==> src/kruskal_union_find_edge_filter_defines.svh <==
// assertion macros shared by the edge filter modules
// each expects i_clk and i_rst_n in the enclosing module
`ifndef KRUSKAL_UNION_FIND_EDGE_FILTER_DEFINES_SVH
`define KRUSKAL_UNION_FIND_EDGE_FILTER_DEFINES_SVH

// same-cycle implication
`define KUF_ASSERT_IMPL(label, ante, cons, msg) \
    label: assert property (@(posedge i_clk) disable iff (!i_rst_n) (ante) |-> (cons)) \
        else $error(msg);

// next-cycle implication
`define KUF_ASSERT_NEXT(label, ante, cons, msg) \
    label: assert property (@(posedge i_clk) disable iff (!i_rst_n) (ante) |=> (cons)) \
        else $error(msg);

`endif

==> src/kuf_pkg.sv <==
package kuf_pkg;

    localparam int unsigned MAX_VERTICES_DEF = 1024;
    localparam int unsigned QUEUE_DEPTH      = 2;

    localparam int unsigned VERTEX_W = 11;
    localparam int unsigned WEIGHT_W = 16;
    localparam int unsigned TAG_W    = 16;
    localparam int unsigned SUM_W    = 32;
    localparam int unsigned COUNT_W  = 10;
    localparam int unsigned EPOCH_W  = 4;

    localparam logic [VERTEX_W-1:0] VCOUNT_RESET = VERTEX_W'(1024);
    localparam logic [SUM_W-1:0]    SUM_MAX      = '1;
    localparam logic [COUNT_W-1:0]  COUNT_MAX    = '1;
    // epoch zero marks a swept entry, so live epochs run first..last
    localparam logic [EPOCH_W-1:0]  EPOCH_FIRST  = EPOCH_W'(1);
    localparam logic [EPOCH_W-1:0]  EPOCH_LAST   = '1;

    typedef struct packed {
        logic [VERTEX_W-1:0] vertex_a;
        logic [VERTEX_W-1:0] vertex_b;
        logic [WEIGHT_W-1:0] weight;
        logic [TAG_W-1:0]    tag;
        logic                last;
        logic                bad;
        logic                self_loop;
    } t_edge_cmd;

    typedef struct packed {
        logic [TAG_W-1:0]   tag;
        logic               accepted;
        logic               bad_vertex;
        logic [SUM_W-1:0]   total;
        logic [COUNT_W-1:0] taken;
        logic               complete;
        logic               last;
    } t_result;

    typedef struct packed {
        logic clearing;
    } t_back_status;

    typedef enum logic [2:0] {
        S_CLEAR,
        S_IDLE,
        S_FIND_A,
        S_FIND_B,
        S_LINK,
        S_DONE
    } t_back_state;

endpackage

==> src/kuf_front.sv <==
module kuf_front #(
    parameter int unsigned MAX_VERTICES = kuf_pkg::MAX_VERTICES_DEF
) (
    input  logic                             i_in_valid,
    output logic                             o_in_ready,
    input  logic [kuf_pkg::VERTEX_W-1:0]     i_first_vertex,
    input  logic [kuf_pkg::VERTEX_W-1:0]     i_second_vertex,
    input  logic [kuf_pkg::WEIGHT_W-1:0]     i_edge_weight,
    input  logic [kuf_pkg::TAG_W-1:0]        i_edge_tag,
    input  logic                             i_last_edge,
    input  logic [kuf_pkg::VERTEX_W-1:0]     i_vertex_count,
    input  logic                             i_full,
    input  kuf_pkg::t_back_status            i_status,
    output logic                             o_push,
    output kuf_pkg::t_edge_cmd               o_cmd
);

    function automatic logic vertex_ok(
        input logic [kuf_pkg::VERTEX_W-1:0] v,
        input logic [kuf_pkg::VERTEX_W-1:0] vcount
    );
        logic ok;
        ok = (v != '0) && (v <= vcount) && (32'(v) <= MAX_VERTICES);
        return ok;
    endfunction

    logic bad;

    // no transactions while the parent table is being swept
    assign o_in_ready = !i_full && !i_status.clearing;
    assign o_push     = i_in_valid && o_in_ready;

    assign bad = !(vertex_ok(i_first_vertex, i_vertex_count) &&
                   vertex_ok(i_second_vertex, i_vertex_count));

    always_comb begin
        o_cmd.vertex_a  = i_first_vertex;
        o_cmd.vertex_b  = i_second_vertex;
        o_cmd.weight    = i_edge_weight;
        o_cmd.tag       = i_edge_tag;
        o_cmd.last      = i_last_edge;
        o_cmd.bad       = bad;
        o_cmd.self_loop = !bad && (i_first_vertex == i_second_vertex);
    end

endmodule

==> config.mk <==
export PLATFORM = sky130hd
export DESIGN_NAME = kuf_front
export DESIGN_NICKNAME = d
export VERILOG_FILES = /design/src/kruskal_union_find_edge_filter_defines.svh /design/src/kuf_pkg.sv /design/src/kuf_front.sv
export SDC_FILE = /design/constraint.sdc
export NUM_CORES = 1
export LEC_CHECK = 0
export ABC_CLOCK_PERIOD_IN_PS = 2200
export BUFFER_PORTS_ARGS = -buffer_cell sky130_fd_sc_hd__buf_2
export CAP_MARGIN = 40
export CORE_MARGIN = 5
export CORE_UTILIZATION = 36
export DETAILED_ROUTE_END_ITERATION = 12
export MAX_ROUTING_LAYER = met4
export PLACE_DENSITY = 0.85
export SYNTH_ARGS = -nofsm -noshare
export SYNTH_HDL_FRONTEND = slang
export SYNTH_SLANG_ARGS = --single-unit
==> constraint.sdc <==
create_clock -name vclk -period 2.2
set_clock_uncertainty 0.15 [all_clocks]
set_input_delay 0.11 -clock vclk [all_inputs]
set_output_delay 0.11 -clock vclk [all_outputs]
set_load 0.01 [all_outputs]
# After elaboration in Yosys (flattened, before gate mapping)
# Index checks and enable logic that the tools add are counted.
classes:
  eq_ne: 1
  magnitude_cmp: 4
  reduce_logical: 13
op_table:
  columns: ["operator", "count"]
  rows:
  - ["$le A11 B11 Y1", 2]
  - ["$le A11 B11 Y1 const B", 2]
  - ["$reduce_bool A11 Y1", 2]
  - ["$eq A11 B11 Y1", 1]
  - ["$logic_and A1 B1 Y1", 8]
  - ["$logic_not A1 Y1", 3]
word_totals:
  elab_cells: 18
  ff_bits: 0

# Depth between registers and ports, before layout
logic_depth:
  ltp_word: 5
  ltp_mapped: 8

# Worst setup path before layout
# No wires, ideal clock.
synth_timing:
  kind: "input to output"
  start: "input port i_vertex_count[5] (netlist bit)"
  end: "output port o_cmd[1] (netlist bit)"
  arrival_ns: 1.515
  path_stages: 8
  setup_slack_ns: 0.425
  path_cell_list: "inv_1 -> ha_1 -> a21o_1 -> a21oi_2 -> a21oi_1 -> o31a_1 -> or3_1 -> buf_4"
synth_between:
  elab_chain_len: 5
synth_rtl:
  columns: ["element", "line_no", "rtl"]
  rows:
  - ["start, declared", "kuf_front.sv:11", "input logic [kuf_pkg::VERTEX_W-1:0] i_vertex_count,"]
  - ["$le A11 B11 Y1", "kuf_front.sv:23", "ok = (v != '0) && (v <= vcount) && (32'(v) <= MAX_VERTICES);"]
  - ["$logic_and A1 B1 Y1 (2 in series)", "kuf_front.sv:23", null]
  - ["$logic_and A1 B1 Y1 (*)", "kuf_front.sv:33", "assign bad = !(vertex_ok(i_first_vertex, i_vertex_count) &&"]
  - ["$logic_not A1 Y1 (*)", "kuf_front.sv:33", null]
  - ["end, declared", "kuf_front.sv:15", "output kuf_pkg::t_edge_cmd o_cmd"]
# Every way passes the cells marked *; elsewhere a longest branch is shown, timed or not.

==> summary.txt <==
Status
  – Status: finished clean

Critical path
  – Crit. End Element: output port
  – Crit start category: primary input
  – Crit-path slowest cell: or3_1
  – Critical path type: primary input to output port
  – Cell family with most CP delay: simple AND/OR/NAND/NOR gates
  – Crit path DAT: ~1.8 ns
  – Crit path required time: 1.94 ns
  – Max stage delay on crit path: 0.36 ns
  – Cell repeated most along the worst path: buf_2
  – CP cell instances: buf_2 > ha_1 > nand3_1 > nor3_1 > and4_1 > a21oi_1 > or3_1 > buf_2
  – CP bufs+invs: 2
  – CP Max Fanout: 4

Detailed routing
  – Wirelength, routed: roughly 2800 um
  – Vias: around 960
  – DR vias/cell: roughly 4.8
  – First-pass DRT Iterations: 4
  – DRT antenna net count: 0
  – DR WL/cell: 14.0 um
  – DR DRC count: 0
  – DR iter-0 viols: 28

Timing
  – Final Setup Violations: 0
  – Worst slew margin: 0.768
  – Fin crit share: 0.919
  – Setup repair after global routing missed its margin: no
  – Slew @ Worst Pin: 0.345 ns
  – Min Tclk post-route: 2.02 ns
  – Min Hold Slack: 0.0700 ns
  – Peak Freq: approximately 490 MHz
  – Count of final hold-check violations: 0
  – Setup tns final: 0 ns
  – Final Worst Setup Slack: between 0.15 and 0.2 ns
  – Slew Viols, Final: 0

Place
  – DP HPWL: 2480 um
  – Gpl congestion: 0.808
  – Post-Place Setup Slack: 0.194 ns
  – Port Buffers: 62

Synth
  – Cells after Synth: between 150 and 200
  – Post-synthesis sequential area ratio: 0
  – Average size of a mapped cell: ~7.5 um^2
  – Synth area leader: buf_4
  – Post-synth top area share: 0.371
  – Ys Warns: 0
  – Top post-synthesis cells by area: buf_4, ha_1, xor2_1, inv_1, nor4_1
  – Yosys cell types: 22
  – Synth Net Count: 242
  – Cell Area, Synth: 0.00113 mm^2

Die
  – Row cnt: 20
  – Die W: approximately 66 um
  – Initial core utilization: 0.374
  – Overall die height: 66.1 um
  – Num ports: 128
  – DIE AREA: 0.00437 mm^2
  – Core area: 0.00303 mm^2

Global route
  – Pin count of the biggest net entering global routing: 5
  – Gr usage total: 0.132
  – Vias in the first global route: 1,007
  – First-pass GRT wire length: ~4500 um
  – GR Overflow Total: 0
  – Initial antenna violation count: 0

Worst hold path
  – Hold crit path type: primary input to output port

Power
  – Worst vdd ir: about 0.06 mV
  – Total power draw: around 200 uW
  – LEAKAGE: 0.610 nW
  – Pwr Density: 187 mW/mm^2

Cells and area
  – CLK BUF: 0
  – FF/Latch Area: 0 um^2
  – Synth-to-Final Area Change: -4.31%
  – Num sequential: 0
  – Diodes inserted: 0
  – Nets@finish: 250
  – Layout cells sized above 1: 0.408
  – Final core utilization: 0.358

Clock tree
  – Number of hold buffers added after CTS: 0

Flow run
  – Max cap viols: 0
[synthesized netlist by cell type]
| master | n |
|---|---|
| a211oi_1 | 2 |
| a21o_1 | 2 |
| a21oi_1 | 5 |
| a21oi_2 | 1 |
| a221oi_1 | 1 |
| and2_1 | 1 |
| and4_1 | 1 |
| buf_4 | 56 |
| ha_1 | 22 |
| inv_1 | 12 |
| nand2_1 | 4 |
| nand3_1 | 5 |
| nand4_1 | 4 |
| nor2_1 | 5 |
| nor3_1 | 2 |
| nor4_1 | 7 |
| o21ai_0 | 4 |
| o2bb2ai_1 | 1 |
| o31a_1 | 1 |
| or3_1 | 1 |
| or3b_1 | 1 |
| xor2_1 | 13 |
[final cells by class]
cell class / count / area, um^2
fill: 341 / 1940
inverter: 12 / 45.0
multi-input combinational: 83 / 673
tap: 44 / 55.1
timing repair buffer: 62 / 310
[final timing paths]
kind / startpoint / endpoint / slack (ns) / depth (start not counted)
max: i_first_vertex[10] / o_cmd[1] / 0.18 / 8
min: i_edge_tag[11] / o_cmd[14] / 0.07 / 0
[power breakdown]
| group | internal [mW] | total [mW] | switching (mW) |
|---|---|---|---|
| combinational | 0.0907 | 0.203 | 0.112 |
| clock | 0 | 0 | 0 |
| sequential | 0 | 0 | 0 |
| total | 0.0907 | 0.203 | 0.112 |
[metal layers]
metal | wire [um] | vias up | track usage | share of wire
met4 | 140 | 0 | 0.0685 | 0.050
met3 | 256 | 22 | 0.00850 | 0.091
met5 | 0 | - | - | 0
met1 | 1130 | 410 | 0.155 | 0.40
li1 | - | 477 | - | -
met2 | 1280 | 52 | 0.224 | 0.46
[cells in the final DEF, fill, tap and decap left out]
master      n
buf_2      62
ha_1       22
xor2_1     13
inv_1      12
nor4_1      7
nand3_1     5
a21oi_1     5
nor2_1      5
nand2_1     4
o21ai_0     4
nand4_1     4
nor3_1      2
a21o_1      2
a211oi_1    2
a221oi_2    1
or3b_1      1
and4_1      1
o2bb2ai_1   1
a21oi_2     1
o31a_1      1
or3_1       1
and2_1      1
[per-stage QoR]
step	instances	instance area (um^2)
2_1_floorplan	151	1130
3_5_place_dp	201	1080
5_1_grt	201	1080
6_report	201	1080
4_1_cts	201	1080
3_3_place_gp	201	1080
[cells by family after synthesis]
group           after synthesis  share of synthesized area
fa+ha+maj                    22                      0.243
simple gates                 31                      0.148
buf+inv                      68                      0.411
compound gates               17                     0.0972
xor+xnor                     13                      0.101
[what timing repair did]
| item | CTS | global route |
|---|---|---|
| gates resized for setup | 0 | 1 |
| setup buffers | 0 | 0 |
| setup endpoints to repair | 0 | 2 |
Note: power is estimated with default switching activity, not from simulation.
