File: config.mk
export PLATFORM = sky130hd
export DESIGN_NAME = kuf_queue
export DESIGN_NICKNAME = d
export VERILOG_FILES = /design/src/kuf_pkg.sv /design/src/kuf_queue.sv
export VERILOG_INCLUDE_DIRS = /design/src /design/src/src
export SDC_FILE = /design/constraint.sdc
export NUM_CORES = 1
export LEC_CHECK = 0
export BUFFER_PORTS_ARGS = -buffer_cell sky130_fd_sc_hd__buf_2
export CAP_MARGIN = 25
export CORE_UTILIZATION = 40
export DETAILED_ROUTE_END_ITERATION = 8
export HOLD_SLACK_MARGIN = 0.02
export SLEW_MARGIN = 20
export SYNTH_ARGS = -nofsm -noshare
export SYNTH_HDL_FRONTEND = slang
export SYNTH_SLANG_ARGS = --single-unit
File: constraint.sdc
create_clock -name i_clk -period 9.1 [get_ports i_clk]
set_clock_uncertainty 0.15 [all_clocks]
set_input_delay 0.455 -clock i_clk [delete_from_list [all_inputs] [get_ports i_clk]]
set_output_delay 0.455 -clock i_clk [all_outputs]
set_load 0.01 [all_outputs]
File: src/kruskal_union_find_edge_filter_defines.svh
// assertion macros shared by the edge filter modules
// each expects i_clk and i_rst_n in the enclosing module
`ifndef KRUSKAL_UNION_FIND_EDGE_FILTER_DEFINES_SVH
`define KRUSKAL_UNION_FIND_EDGE_FILTER_DEFINES_SVH

// same-cycle implication
`define KUF_ASSERT_IMPL(label, ante, cons, msg) \
    label: assert property (@(posedge i_clk) disable iff (!i_rst_n) (ante) |-> (cons)) \
        else $error(msg);

// next-cycle implication
`define KUF_ASSERT_NEXT(label, ante, cons, msg) \
    label: assert property (@(posedge i_clk) disable iff (!i_rst_n) (ante) |=> (cons)) \
        else $error(msg);

`endif

File: src/kuf_pkg.sv
package kuf_pkg;

    localparam int unsigned MAX_VERTICES_DEF = 1024;
    localparam int unsigned QUEUE_DEPTH      = 2;

    localparam int unsigned VERTEX_W = 11;
    localparam int unsigned WEIGHT_W = 16;
    localparam int unsigned TAG_W    = 16;
    localparam int unsigned SUM_W    = 32;
    localparam int unsigned COUNT_W  = 10;
    localparam int unsigned EPOCH_W  = 4;

    localparam logic [VERTEX_W-1:0] VCOUNT_RESET = VERTEX_W'(1024);
    localparam logic [SUM_W-1:0]    SUM_MAX      = '1;
    localparam logic [COUNT_W-1:0]  COUNT_MAX    = '1;
    // epoch zero marks a swept entry, so live epochs run first..last
    localparam logic [EPOCH_W-1:0]  EPOCH_FIRST  = EPOCH_W'(1);
    localparam logic [EPOCH_W-1:0]  EPOCH_LAST   = '1;

    typedef struct packed {
        logic [VERTEX_W-1:0] vertex_a;
        logic [VERTEX_W-1:0] vertex_b;
        logic [WEIGHT_W-1:0] weight;
        logic [TAG_W-1:0]    tag;
        logic                last;
        logic                bad;
        logic                self_loop;
    } t_edge_cmd;

    typedef struct packed {
        logic [TAG_W-1:0]   tag;
        logic               accepted;
        logic               bad_vertex;
        logic [SUM_W-1:0]   total;
        logic [COUNT_W-1:0] taken;
        logic               complete;
        logic               last;
    } t_result;

    typedef struct packed {
        logic clearing;
    } t_back_status;

    typedef enum logic [2:0] {
        S_CLEAR,
        S_IDLE,
        S_FIND_A,
        S_FIND_B,
        S_LINK,
        S_DONE
    } t_back_state;

endpackage

File: src/kuf_queue.sv
`include "kruskal_union_find_edge_filter_defines.svh"

module kuf_queue #(
    parameter int unsigned DEPTH = kuf_pkg::QUEUE_DEPTH
) (
    input  logic                i_clk,
    input  logic                i_rst_n,
    input  logic                i_push,
    input  kuf_pkg::t_edge_cmd  i_push_data,
    output logic                o_full,
    input  logic                i_pop,
    output logic                o_empty,
    output kuf_pkg::t_edge_cmd  o_head
);

    localparam int unsigned PW = (DEPTH > 1) ? $clog2(DEPTH) : 1;
    localparam int unsigned CW = $clog2(DEPTH + 1);

    kuf_pkg::t_edge_cmd r_slot [DEPTH];
    logic [PW-1:0] r_wr_ptr, n_wr_ptr;
    logic [PW-1:0] r_rd_ptr, n_rd_ptr;
    logic [CW-1:0] r_count, n_count;

    assign o_full  = (r_count == CW'(DEPTH));
    assign o_empty = (r_count == '0);
    assign o_head  = r_slot[r_rd_ptr];

    always_comb begin
        n_wr_ptr = r_wr_ptr;
        n_rd_ptr = r_rd_ptr;
        n_count  = r_count;
        if (i_push) begin
            n_wr_ptr = (r_wr_ptr == PW'(DEPTH - 1)) ? '0 : PW'(r_wr_ptr + 1'b1);
        end
        if (i_pop) begin
            n_rd_ptr = (r_rd_ptr == PW'(DEPTH - 1)) ? '0 : PW'(r_rd_ptr + 1'b1);
        end
        if (i_push && !i_pop) begin
            n_count = CW'(r_count + 1'b1);
        end else if (i_pop && !i_push) begin
            n_count = CW'(r_count - 1'b1);
        end
    end

    always_ff @(posedge i_clk) begin
        if (!i_rst_n) begin
            r_wr_ptr <= '0;
            r_rd_ptr <= '0;
            r_count  <= '0;
        end else begin
            r_wr_ptr <= n_wr_ptr;
            r_rd_ptr <= n_rd_ptr;
            r_count  <= n_count;
        end
    end

    always_ff @(posedge i_clk) begin
        if (i_push) begin
            r_slot[r_wr_ptr] <= i_push_data;
        end
    end

    `KUF_ASSERT_IMPL(a_q_no_overflow, i_push && !i_pop, !o_full, "push into full queue")
    `KUF_ASSERT_IMPL(a_q_no_underflow, i_pop, !o_empty, "pop from empty queue")

endmodule

# Word level (Yosys, flattened, before mapping)

Memories as Yosys holds them, arrays and structs flattened. A register that Yosys moved wholly into a read port is not among the register bits.
Index checks and enable logic that the tools add are counted.
Widths: inputs -> output; s select.

Flip-flop bits (word level): 4
Word-level logic and storage cells: 23
Memories kept: 1
Memory bits (writable): 114
Bits of input ports: 61
Output and inout port bits: 59

Memories:

| memory | depth | bits a word | read ports | clocked after memory_dff | wr ports | RTL line        | source |
|---|---|---|---|---|---|---|---|
| r_slot | 2     | 57          | 1          | 1                        | 1        | kuf_queue.sv:19 | `kuf_pkg::t_edge_cmd r_slot [DEPTH];` |

Eq/ne operators: 1
Reduce and logical (&&, ||, !) cells: 6
Add/sub/neg operators: 4
Multiplexer cells: 8

Operators by type and width:

| cell                | number |
|---|---|
| $mux 1              | 6 |
| $mux 2              | 2 |
| $add 1x1->1 const B | 2 |
| $add 2x1->2 const B | 1 |
| $eq 2x2->1 const B  | 1 |
| $logic_and 1x1->1   | 2 |
| $logic_not 1->1     | 2 |
| $logic_not 2->1     | 1 |
| $reduce_bool 2->1   | 1 |
| $sub 2x1->2 const B | 1 |

# Longest topological paths before layout

Word-level depth: 4
Mapped depth: 5
Depth with buffers taken out: 5

# Worst setup path after synthesis

Ideal clock, no wire load.

Path kind: input-to-reg
Start: in i_push
End: mem r_slot[0][0] (netlist bit) (enable)
Buffers on the path: 0
Required time: 8.470 ns
Setup slack: 5.469 ns
Library setup time: 0.480 ns
Stages: 1
Data arrival time: 3.001 ns
Cells stage by stage: nor2b_1

Longest elaborated chain between the ends: 2

RTL lines:

| what                         | RTL line        | source |
|---|---|---|
| from (decl)                  | kuf_queue.sv:8  | `input logic i_push,` |
| $mux 1                       | kuf_queue.sv:58 | `if (i_push) begin` |
| $mux 1 (implied by the code) | kuf_queue.sv:59 | `r_slot[r_wr_ptr] <= i_push_data;` |
| to (decl)                    | kuf_queue.sv:19 |  |

No other way between the ends.

==> impl_metrics.env <==
export IMPL_min_period_over_period_pct=31.8
export IMPL_yosysWarnings=0
export IMPL_rsz0062_at_grt="no"
export IMPL_die_w_um=106
export IMPL_vias=2438
export IMPL_dpl_worst_slack_ns=6.64
export IMPL_fin_nets=453
export IMPL_pin_count=120
export IMPL_period_needed_ns=2.89
export IMPL_setup_worst_path_end_class="output pin"
export IMPL_post_cts_setup_buffers=0
export IMPL_rrSetupSlack_ns=7.06
export IMPL_drv_cap=0
export IMPL_final_max_slew_viol_count=0
export IMPL_synth_nets=261
export IMPL_wl_per_cell_um=14.1
export IMPL_stdcell_count=537
export IMPL_gp_congestion=0.686
export IMPL_worst_path_max_fanout=33
export IMPL_synth_top_cells_by_area="edfxtp_1 (79%), mux2_2 (15%), dfxtp_1 (2.3%)"
export IMPL_syn_cell_area_um2=4340
export IMPL_critPathLaunchType="flip-flop"
export IMPL_peakVddDrop_uv=122
export IMPL_hold_path_end="r_wr_ptr"
export IMPL_holdWs_ns=0.0809
export IMPL_htreeDepth=4
export IMPL_multi_input_area_um2=766
export IMPL_gr_total_overflow=0
export IMPL_initial_core_util_pct=41.6
export IMPL_drive_gt1_share_pct=51.9
export IMPL_insertion_delay_ns=0.48
export IMPL_yosysTopAreaCellShare_pct=79.0
export IMPL_r2r_start="r_wr_ptr"
export IMPL_regArea_um2=3520
export IMPL_ctsHoldBuffers=57
export IMPL_worst_slack_ns=6.21
export IMPL_clockRootBuffer="clkbuf_8"
export IMPL_grt_pass1_vias=2530
export IMPL_nFillCells=828
export IMPL_clk_path_buf_depth=2
export IMPL_cts_made_buffers=17
export IMPL_area_delta_synth_final_pct=42.6
export IMPL_yosys_area_top_type="edfxtp_1"
export IMPL_port_buffers=119
export IMPL_tns_ns=0
export IMPL_crit_type="reg -> out"
export IMPL_ant_nets=0
export IMPL_place_inst=451
export IMPL_final_common_cell="buf_2"
export IMPL_outcome="finished, final reports clean"
export IMPL_hold_start="i_rst_n"
export IMPL_avgSynthCellArea_um2=21.8
export IMPL_critPathRequiredTime_ns=8.50
export IMPL_dr_first_iter_drc_count=75
export IMPL_mostFrequentLayoutCells="buf_2 (119), edfxtp_1 (114), mux2_2 (57), dlygate4sd3_1 (57), clkbuf_16 (16)"
export IMPL_finalSetupViolCount=0
export IMPL_core_area_um2=10400
export IMPL_power_leakage_nw=2.37
export IMPL_path_clk_slew_ns=0.05
export IMPL_reg2reg_depth=2
export IMPL_die_y_um=106
export IMPL_yosysSeqAreaShare_pct=81.3
export IMPL_die_area_um2=11300
export IMPL_syn_inst=199
export IMPL_grt_max_degree=34
export IMPL_clock_sinks=119
export IMPL_tightest_slew_ns=0.854
export IMPL_hold_viol=0
export IMPL_synth_seq_cells=119
export IMPL_drcViolationCount=0
export IMPL_dp_hpwl_um=4550
export IMPL_grt_pass1_wl_um=11800
export IMPL_worstHoldPathCells=2
export IMPL_antenna_cells=0
export IMPL_postLayoutCoreUtil_pct=59.3
export IMPL_drt_wl_total_um=7550
export IMPL_critPathArrivalTime_ns=2.29
export IMPL_drt_first_pass_iters=4
export IMPL_hp_class="in -> reg"
export IMPL_placed_area_um2=5080
export IMPL_cts_tree="built"
export IMPL_ctsResizeCount=0
export IMPL_antenna_found_initial=0
export IMPL_finalPower_mw=1.37
export IMPL_avgViaCountPerCell=4.54
export IMPL_synth_distinct_cells=18
export IMPL_fp_row_count=37
export IMPL_fmax_mhz=346
export IMPL_relSlewSlack_pct=43.0
export IMPL_gr_usage_all_layers_pct=13.9
export IMPL_powerDensity_nw_per_um2=221
export IMPL_fin_area_um2=6180
export IMPL_worstReg2RegEnd="r_slot[0][38]"
## layer usage
layer	global-route usage (%)	vias up	wire length [um]
met4	4.17	0	41
met5	0	-	0
met2	23.5	77	3790
li1	-	1169	-
met3	5.58	4	371
met1	16.4	1188	3340
## synthesized netlist by cell type
cell / instances
buf_6: 3
buf_2: 2
o21a_1: 1
and2_1: 4
edfxtp_1: 114
and2b_2: 1
a21boi_1: 1
buf_4: 1
mux2_2: 57
xor2_1: 2
ha_1: 1
nor2b_1: 2
nor2_1: 1
or3_1: 1
xnor2_1: 1
inv_1: 1
o21ai_0: 1
dfxtp_1: 5
## cell families (layout without fill, tap and decap cells)
logic type	after synthesis	after routing	share of synthesized area, %
adders and majority gates	1	1	0.289
muxes	57	57	14.8
buffers and inverters	7	209	1.27
xor gates and xnor gates	3	3	0.606
AOI/OAI and AO/OA	3	3	0.462
and+or+nand+nor	9	9	1.30
DFF	119	119	81.3
## power by group
group,internal [mW],switching [mW],leakage (nW)
logic,0.0745,0.0616,0.998
clock network,0.378,0.209,0.255
registers,0.633,0.0112,1.11
total,1.09,0.282,2.37
## sequential cells by signal (all words and copies together), names as in the netlist, named ones only
name and cells:
r_count 2, r_wr_ptr 1, r_rd_ptr 1, r_slot 114
## final cells by class
cell class / instances / area share (%)
Timing Repair Buffer: 179 / 19.2
Tap cell: 136 / 2.75
Clock inverter: 12 / 1.84
Inverter: 1 / 0.0607
Multi-Input combinational cell: 73 / 12.4
Sequential cell: 119 / 57.0
Clock buffer: 17 / 6.70
## critical path, stage by stage, from the launching register on
cell and delay, ns:
dfxtp_2 0.71, buf_4 0.52, mux2_2 0.40, buf_2 0.14
## worst max-delay path by stage
stage | slack, ns | from | to | cells past startpoint
floorplan | 5.47 | i_push | r_slot[0][0] | 1
global placement | 6.66 | i_push | r_slot[0][38] | 3
detailed placement | 6.64 | flip-flop | o_head[27] | 3
CTS | 6.12 | flip-flop | o_head[36] | 3
global route | 6.05 | flip-flop | o_head[36] | 3
finish | 6.21 | flip-flop | o_head[27] | 3
Note: power is estimated with default switching activity, not from simulation.
